## src/design/wdfs_pkg.sv

```systemverilog
package wdfs_pkg;

    localparam int COEF_WIDTH_DEF   = 32;
    localparam int SAMPLE_WIDTH_DEF = 24;
    localparam int COEF_FRAC        = 24;
    localparam int N_PORTS          = 5;
    localparam int N_ROWS           = 5;
    localparam int N_COEF           = N_ROWS * N_PORTS;

    localparam logic CMD_PROCESS = 1'b0;
    localparam logic CMD_WRITE   = 1'b1;

    typedef enum logic [1:0] {
        S_IDLE,
        S_MAC,
        S_LAST,
        S_ROUND
    } t_state;

endpackage

```

## src/design/wave_digital_filter_step.sv

```systemverilog
// A coefficient write leaves the block idle, and it is ready again on the next cycle.
// A sample runs from acceptance to a valid result through 5 rows, each of 10 half-width
// multiplies, one final accumulate and one round and saturate, on one multiplier.
// A new sample waits until the last is done, and the last round waits on a stalled result.
// Synchronous active-low reset clears the coefficients, the four states and the output valid.
module wave_digital_filter_step #(
    parameter int COEF_WIDTH   = wdfs_pkg::COEF_WIDTH_DEF,
    parameter int SAMPLE_WIDTH = wdfs_pkg::SAMPLE_WIDTH_DEF
) (
    input  logic                           i_clk,
    input  logic                           i_rst_n,
    input  logic                           i_in_valid,
    output logic                           o_in_ready,
    input  logic                           i_cmd,
    input  logic [4:0]                     i_coef_index,
    input  logic signed [31:0]             i_coef_value,
    input  logic signed [SAMPLE_WIDTH-1:0] i_in_sample,
    output logic                           o_out_valid,
    input  logic                           i_out_ready,
    output logic signed [SAMPLE_WIDTH-1:0] o_out_sample
);

    localparam int CF     = wdfs_pkg::COEF_FRAC;
    localparam int SF     = SAMPLE_WIDTH - 1;
    localparam int IW     = (COEF_WIDTH > 26) ? COEF_WIDTH : 26;
    localparam int LO_W   = IW / 2;
    localparam int B_W    = LO_W + 1;
    localparam int P_W    = COEF_WIDTH + B_W;
    localparam int ACC_W  = COEF_WIDTH + IW + 3;
    localparam int SH_OUT = 2 * CF + 1 - SF;

    localparam logic signed [ACC_W-1:0] RC_ST  = ACC_W'(1) << (CF - 1);
    localparam logic signed [ACC_W-1:0] RC_OUT = ACC_W'(1) << (SH_OUT - 1);

    wdfs_pkg::t_state r_state, n_state;

    logic signed [COEF_WIDTH-1:0] r_coef [wdfs_pkg::N_COEF];
    logic signed [COEF_WIDTH-1:0] r_wave [4];
    logic signed [COEF_WIDTH-1:0] r_next [4];
    logic signed [IW-1:0]         r_inc3;
    logic signed [P_W-1:0]        r_prod;
    logic signed [ACC_W-1:0]      r_acc;
    logic [2:0]                   r_row;
    logic [2:0]                   r_col;
    logic                         r_half;
    logic [4:0]                   r_cidx;
    logic                         r_pv;
    logic                         r_ph;
    logic                         r_out_valid;
    logic signed [SAMPLE_WIDTH-1:0] r_out;

    logic in_ready, issue, rounding, out_load;
    logic accept, accept_proc, accept_write;

    logic signed [COEF_WIDTH-1:0] w_coef_in;
    logic signed [IW-1:0]         w_align;
    logic signed [IW-1:0]         w_inc;
    logic signed [B_W-1:0]        w_b;
    logic signed [P_W-1:0]        w_prod;
    logic signed [ACC_W-1:0]      w_addend;
    logic signed [ACC_W-1:0]      w_term;
    logic signed [ACC_W-1:0]      w_st_shr;
    logic signed [ACC_W-1:0]      w_out_shr;
    logic signed [COEF_WIDTH-1:0] w_st_sat;
    logic signed [SAMPLE_WIDTH-1:0] w_out_sat;
    logic                         w_st_ovf;
    logic                         w_out_ovf;

    generate
        if (COEF_WIDTH <= 32) begin : g_coef_trunc
            assign w_coef_in = i_coef_value[COEF_WIDTH-1:0];
        end else begin : g_coef_ext
            assign w_coef_in = COEF_WIDTH'(i_coef_value);
        end
    endgenerate

    generate
        if (SF <= CF) begin : g_align_shl
            assign w_align = IW'(i_in_sample) <<< (CF - SF);
        end else begin : g_align_rnd
            localparam logic signed [SAMPLE_WIDTH:0] RND_S =
                (SAMPLE_WIDTH + 1)'(1) << (SF - CF - 1);
            logic signed [SAMPLE_WIDTH:0] w_tmp;
            assign w_tmp   = (SAMPLE_WIDTH + 1)'(i_in_sample) + RND_S;
            assign w_align = IW'(w_tmp >>> (SF - CF));
        end
    endgenerate

    always_comb begin
        case (r_col)
            3'd0:    w_inc = IW'(r_wave[0]);
            3'd1:    w_inc = IW'(r_wave[1]);
            3'd2:    w_inc = IW'(r_wave[2]);
            3'd3:    w_inc = r_inc3;
            3'd4:    w_inc = IW'(r_wave[3]);
            default: w_inc = '0;
        endcase
    end

    assign w_b      = r_half ? B_W'($signed(w_inc[IW-1:LO_W]))
                             : $signed({1'b0, w_inc[LO_W-1:0]});
    assign w_prod   = P_W'(r_coef[r_cidx]) * P_W'(w_b);
    assign w_addend = ACC_W'(r_prod);
    assign w_term   = r_ph ? (w_addend <<< LO_W) : w_addend;

    assign w_st_shr  = r_acc >>> CF;
    assign w_out_shr = r_acc >>> SH_OUT;
    assign w_st_ovf  = !((&w_st_shr[ACC_W-1:COEF_WIDTH-1]) ||
                         !(|w_st_shr[ACC_W-1:COEF_WIDTH-1]));
    assign w_out_ovf = !((&w_out_shr[ACC_W-1:SAMPLE_WIDTH-1]) ||
                         !(|w_out_shr[ACC_W-1:SAMPLE_WIDTH-1]));
    assign w_st_sat  = w_st_ovf
        ? (w_st_shr[ACC_W-1] ? {1'b1, {(COEF_WIDTH-1){1'b0}}} : {1'b0, {(COEF_WIDTH-1){1'b1}}})
        : w_st_shr[COEF_WIDTH-1:0];
    assign w_out_sat = w_out_ovf
        ? (w_out_shr[ACC_W-1] ? {1'b1, {(SAMPLE_WIDTH-1){1'b0}}}
                              : {1'b0, {(SAMPLE_WIDTH-1){1'b1}}})
        : w_out_shr[SAMPLE_WIDTH-1:0];

    always_comb begin
        n_state = r_state;
        case (r_state)
            wdfs_pkg::S_IDLE: begin
                if (i_in_valid && i_cmd == wdfs_pkg::CMD_PROCESS) begin
                    n_state = wdfs_pkg::S_MAC;
                end
            end
            wdfs_pkg::S_MAC: begin
                if (r_col == 3'(wdfs_pkg::N_PORTS - 1) && r_half) begin
                    n_state = wdfs_pkg::S_LAST;
                end
            end
            wdfs_pkg::S_LAST: begin
                n_state = wdfs_pkg::S_ROUND;
            end
            wdfs_pkg::S_ROUND: begin
                if (r_row != 3'(wdfs_pkg::N_ROWS - 1)) begin
                    n_state = wdfs_pkg::S_MAC;
                end else if (!r_out_valid || i_out_ready) begin
                    n_state = wdfs_pkg::S_IDLE;
                end
            end
            default: n_state = wdfs_pkg::S_IDLE;
        endcase
    end

    always_comb begin
        in_ready = 1'b0;
        issue    = 1'b0;
        rounding = 1'b0;
        out_load = 1'b0;
        case (r_state)
            wdfs_pkg::S_IDLE:  in_ready = 1'b1;
            wdfs_pkg::S_MAC:   issue    = 1'b1;
            wdfs_pkg::S_LAST:  ;
            wdfs_pkg::S_ROUND: begin
                rounding = 1'b1;
                out_load = (r_row == 3'(wdfs_pkg::N_ROWS - 1)) &&
                           (!r_out_valid || i_out_ready);
            end
            default: ;
        endcase
    end

    assign accept       = in_ready && i_in_valid;
    assign accept_proc  = accept && i_cmd == wdfs_pkg::CMD_PROCESS;
    assign accept_write = accept && i_cmd == wdfs_pkg::CMD_WRITE;

    always_ff @(posedge i_clk) begin
        if (!i_rst_n) begin
            r_state     <= wdfs_pkg::S_IDLE;
            r_out_valid <= 1'b0;
            r_pv        <= 1'b0;
            r_ph        <= 1'b0;
            r_row       <= '0;
            r_col       <= '0;
            r_half      <= 1'b0;
            r_cidx      <= '0;
            for (int i = 0; i < wdfs_pkg::N_COEF; i++) begin
                r_coef[i] <= '0;
            end
            for (int i = 0; i < 4; i++) begin
                r_wave[i] <= '0;
            end
        end else begin
            r_state <= n_state;
            r_pv    <= issue;
            r_ph    <= r_half;

            if (accept_write && i_coef_index < 5'(wdfs_pkg::N_COEF)) begin
                r_coef[i_coef_index] <= w_coef_in;
            end

            if (accept_proc) begin
                r_row  <= '0;
                r_col  <= '0;
                r_half <= 1'b0;
                r_cidx <= '0;
                r_inc3 <= w_align;
                r_acc  <= RC_ST;
            end

            if (issue) begin
                r_prod <= w_prod;
                if (r_half) begin
                    r_half <= 1'b0;
                    r_col  <= r_col + 3'd1;
                    r_cidx <= r_cidx + 5'd1;
                end else begin
                    r_half <= 1'b1;
                end
            end

            if (r_pv) begin
                r_acc <= r_acc + w_term;
            end

            if (rounding && r_row != 3'(wdfs_pkg::N_ROWS - 1)) begin
                r_next[r_row[1:0]] <= w_st_sat;
                r_row  <= r_row + 3'd1;
                r_col  <= '0;
                r_half <= 1'b0;
                r_acc  <= (r_row == 3'(wdfs_pkg::N_ROWS - 2)) ? RC_OUT : RC_ST;
            end

            if (out_load) begin
                r_out       <= w_out_sat;
                r_out_valid <= 1'b1;
                for (int i = 0; i < 4; i++) begin
                    r_wave[i] <= r_next[i];
                end
            end else if (r_out_valid && i_out_ready) begin
                r_out_valid <= 1'b0;
            end
        end
    end

    assign o_in_ready   = in_ready;
    assign o_out_valid  = r_out_valid;
    assign o_out_sample = r_out;

endmodule

```

## config.mk

```make
export PLATFORM = sky130hd
export DESIGN_NAME = wave_digital_filter_step
export DESIGN_NICKNAME = d
export VERILOG_FILES = /design/src/design/wdfs_pkg.sv /design/src/design/wave_digital_filter_step.sv
export SDC_FILE = /design/constraint.sdc
export NUM_CORES = 2
export LEC_CHECK = 0
export BUFFER_PORTS_ARGS = -buffer_cell sky130_fd_sc_hd__clkbuf_2
export CAP_MARGIN = 20
export CORE_MARGIN = 10
export CORE_UTILIZATION = 28
export CTS_BUF_LIST = sky130_fd_sc_hd__clkbuf_4 sky130_fd_sc_hd__clkbuf_8
export CTS_CLUSTER_SIZE = 12
export DETAILED_ROUTE_END_ITERATION = 6
export RECOVER_POWER = 25
export SLEW_MARGIN = 5
export SYNTH_ARGS = -nofsm -noshare
export SYNTH_HDL_FRONTEND = slang
export SYNTH_SLANG_ARGS = --single-unit
```

## constraint.sdc

```tcl
create_clock -name i_clk -period 20.5 [get_ports i_clk]
set_input_delay 0 -clock i_clk [delete_from_list [all_inputs] [get_ports i_clk]]
set_output_delay 0 -clock i_clk [all_outputs]
set_load 0.01 [all_outputs]
```

==> results by group <==
Worst setup path
  • WP data required: 21.17 ns
  • CP max FO: 36
  • Critical Path AT: roughly 11 ns
  • Setup Crit Path Kind: reg2reg
  • CP peak stage delay: roughly 0.9 ns
  • Crit start category: flip-flop
  • CP max-delay cell: dfxtp_4
  • CP Buf/Inv Count: 7
  • Crit end category: flip-flop
  • CP top delay family: adder cells
  • Most common cell on crit path: fa_1

Synth
  • Post-Syn Area per Cell: 13.4 sq um
  • Async S/R FF share, synth: 0%
  • Cell variety after synth: 84
  • Sequential area share after synthesis: between 50 and 60%
  • Most used DFF post-synth: edfxtp_1
  • Synth top area cells: edfxtp_1 (52%), fa_1 (12%), mux4_2 (8.6%), and2_1 (7.2%), ha_1 (2.9%)
  • Synthesized area: 84100 sq um
  • Dominant cell type by area after synthesis: edfxtp_1
  • Synth warn: 0
  • Synth top area share: 51.6%
  • Syn Inst Count: approximately 6300
  • Post-synth EDFFs: 1444
  • Seq cells post-synth: 1461

Cells and area
  • Syn-to-layout area delta: 13.7%
  • Layout cell share with drive strength beyond 1: 14.2%
  • Non-Filler Instances: 10800
  • Area of the multi-input gates: about 38000 sq um
  • Nets: 7419
  • Fillcell total: 29500
  • Storage element area: 43700 sq um

Clock network
  • Clock transition at path regs: about 0.090 ns
  • CTS resizes: 0
  • CTS tree: done
  • Clk buf depth: 4
  • H-tree levels: 4
  • # hold bufs at CTS: a little over 90
  • Clock sink count: 1461
  • Worst skew pair latency: 0.98 ns
  • Root buf cell: clkbuf_8
  • Postcts setup bufs: 0
  • Number of buffers created by CTS: 229

STA
  • Slew Limit Fails: 494
  • Worst Tran Pin Value: 3.96 ns
  • Hold Vio Cnt, Final: 0
  • Final period util: 50.1%
  • Max-slew headroom: -164%
  • Final TNS setup: 0 ns
  • Setup repair after global routing missed its margin: no
  • # setup viols final: 0
  • Clk_skew: 0.116 ns
  • Fin crit period: 10.27 ns
  • Hold WS: 0.145 ns
  • Fmax: just under 100 MHz

Floorplanning
  • Initial core utilization: 28.1%
  • Top Ports: 92
  • Core area: ~300000 sq um
  • Die width: 568 um
  • Die area: 323000 sq um
  • Die Y: approximately 570 um
  • Site row count: ~200

Detailed routing
  • Routed WL per cell: about 21 um
  • Via count: between 50000 and 60000
  • Via-to-Cell Ratio: 4.74
  • Drt first-iter violations: 5074
  • Drt total wl: around 230000 um
  • Final ANT Viol Nets: 0
  • Uppermost layer routed: met5
  • Metal-1 WL: 96500 um
  • Residual DRC: 7
  • DR WL met2: 109000 um
  • Drt first pass iters: 7
  • Routed met3 length: ~16000 um

GRT
  • All-Layer GR Usage: 13.7%
  • Largest net degree at the start of global routing: 120
  • Total gr overflow: 0
  • First-pass GRT wire length: ~340000 um
  • Initial antenna violation count: 16
  • Vias in the first global route: between 50000 and 60000

Place
  • Input/output buffers: 91
  • DP HPWL: 150000 um
  • Cell count after placement: 10300
  • Final Wtd Congestion: 0.851

Outcome
  • Status: complete, but fails checks
  • Failing checks: DRC, capacitance limit, slew limit

Run
  • # Max-Cap Violations: 11

Worst hold path
  • Hold WC Path Type: in2reg
-- cells in the final DEF, fill, tap and decap left out, drive strengths merged, types with 140 or more instances in the layout --
| master | instances |
|---|---|
| mux4 | 320 |
| o21ai | 151 |
| nor2 | 383 |
| clkbuf | 386 |
| and2 | 972 |
| a21oi | 140 |
| edfxtp | 1444 |
| fa | 522 |
| conb | 224 |
| nand2 | 317 |
| inv | 574 |
| ha | 195 |
-- synthesized netlist by cell type (43+ instances only) --
cell and count:
inv_1 571, xnor2_1 67, ha_1 195, edfxtp_1 1444
buf_2 56, clkbuf_1 326, mux4_2 320, nand2_1 317
nand3_1 57, a21o_1 78, and2_1 970, fa_1 522
nor2_1 383, nor2b_1 67, nand2b_1 106, a21oi_1 138
o21ai_0 142, and3_1 43, mux2_2 50
-- path summary, 6_finish.rpt --
| kind | startpoint | end | slack [ns] | depth (start not counted) |
|---|---|---|---|---|
| worst max-delay path | r_cidx[0] | r_prod[46] | 10.23 | 27 |
| worst min-delay path | i_out_ready | o_out_valid | 0.14 | 4 |
| worst max register to register | r_cidx[0] | r_prod[46] | 10.23 | 27 |
| worst min register to register | r_next[0][26] | r_wave[0][26] | 0.48 | 1 |
-- logic make-up (layout without fill, tap and decap cells) --
kind of cell / after synthesis / count (layout) / synth area share (%)
AND/OR/NAND/NOR: 2045 / 2045 / 13.0
AO/OA/AOI/OAI: 571 / 571 / 4.52
buffers and inverters: 974 / 1293 / 4.48
adder cells (fa/ha/maj): 717 / 717 / 15.3
multiplexers: 394 / 394 / 9.56
flip-flops: 1461 / 1461 / 52.0
other: 1 / 229 / 0.00446
XOR/XNOR: 107 / 107 / 1.11
-- routing by layer --
metal  vias up  track usage (%)
li1      22400                -
met1     26300             18.5
met2      1966             22.7
met3       424             2.39
met4         6             3.72
met5         -                0
-- worst reg2reg max path: cells and delay by family, from the launching register on --
family          cells  cell delay (ns)
compound gates      6             1.94
xor+xnor            1             0.08
fa+ha+maj           7             3.35
buf+inv             7             1.88
flops               1             0.88
mux                 3             1.57
simple gates        3             0.34
-- area by class of cell --
cell class,instances,area share (%)
flip-flops and latches,1461,45.7
multi-input cells,4058,39.6
well taps,3958,5.18
clock buffers,287,3.78
repair buffers,315,2.44
inverters,571,2.24
clock inverters,120,0.985
diodes,5,0.0131
-- through the flow --
step           setup WS, ns  cell area (sq um)  utilization (%)
6_report              10.23              95600             31.9
5_1_grt                9.64              95600             31.9
4_1_cts               10.27              95600             31.9
3_5_place_dp          10.28              90200             30.1
3_3_place_gp          10.41              90100             30.1
2_1_floorplan         12.38              84900                -
-- registers in the layout (all words and copies together), names as in the netlist, 3 cells and up --
name          cells
r_wave          128
r_acc            67
r_cidx            5
r_coef         1024
r_col             3
r_prod           49
o_out_sample     24
r_next          128
r_inc3           24
r_row             3
Power is left out: the tool's default activity adds up to more than one toggle a clock period on the data nets, which glitch-free logic cannot reach.
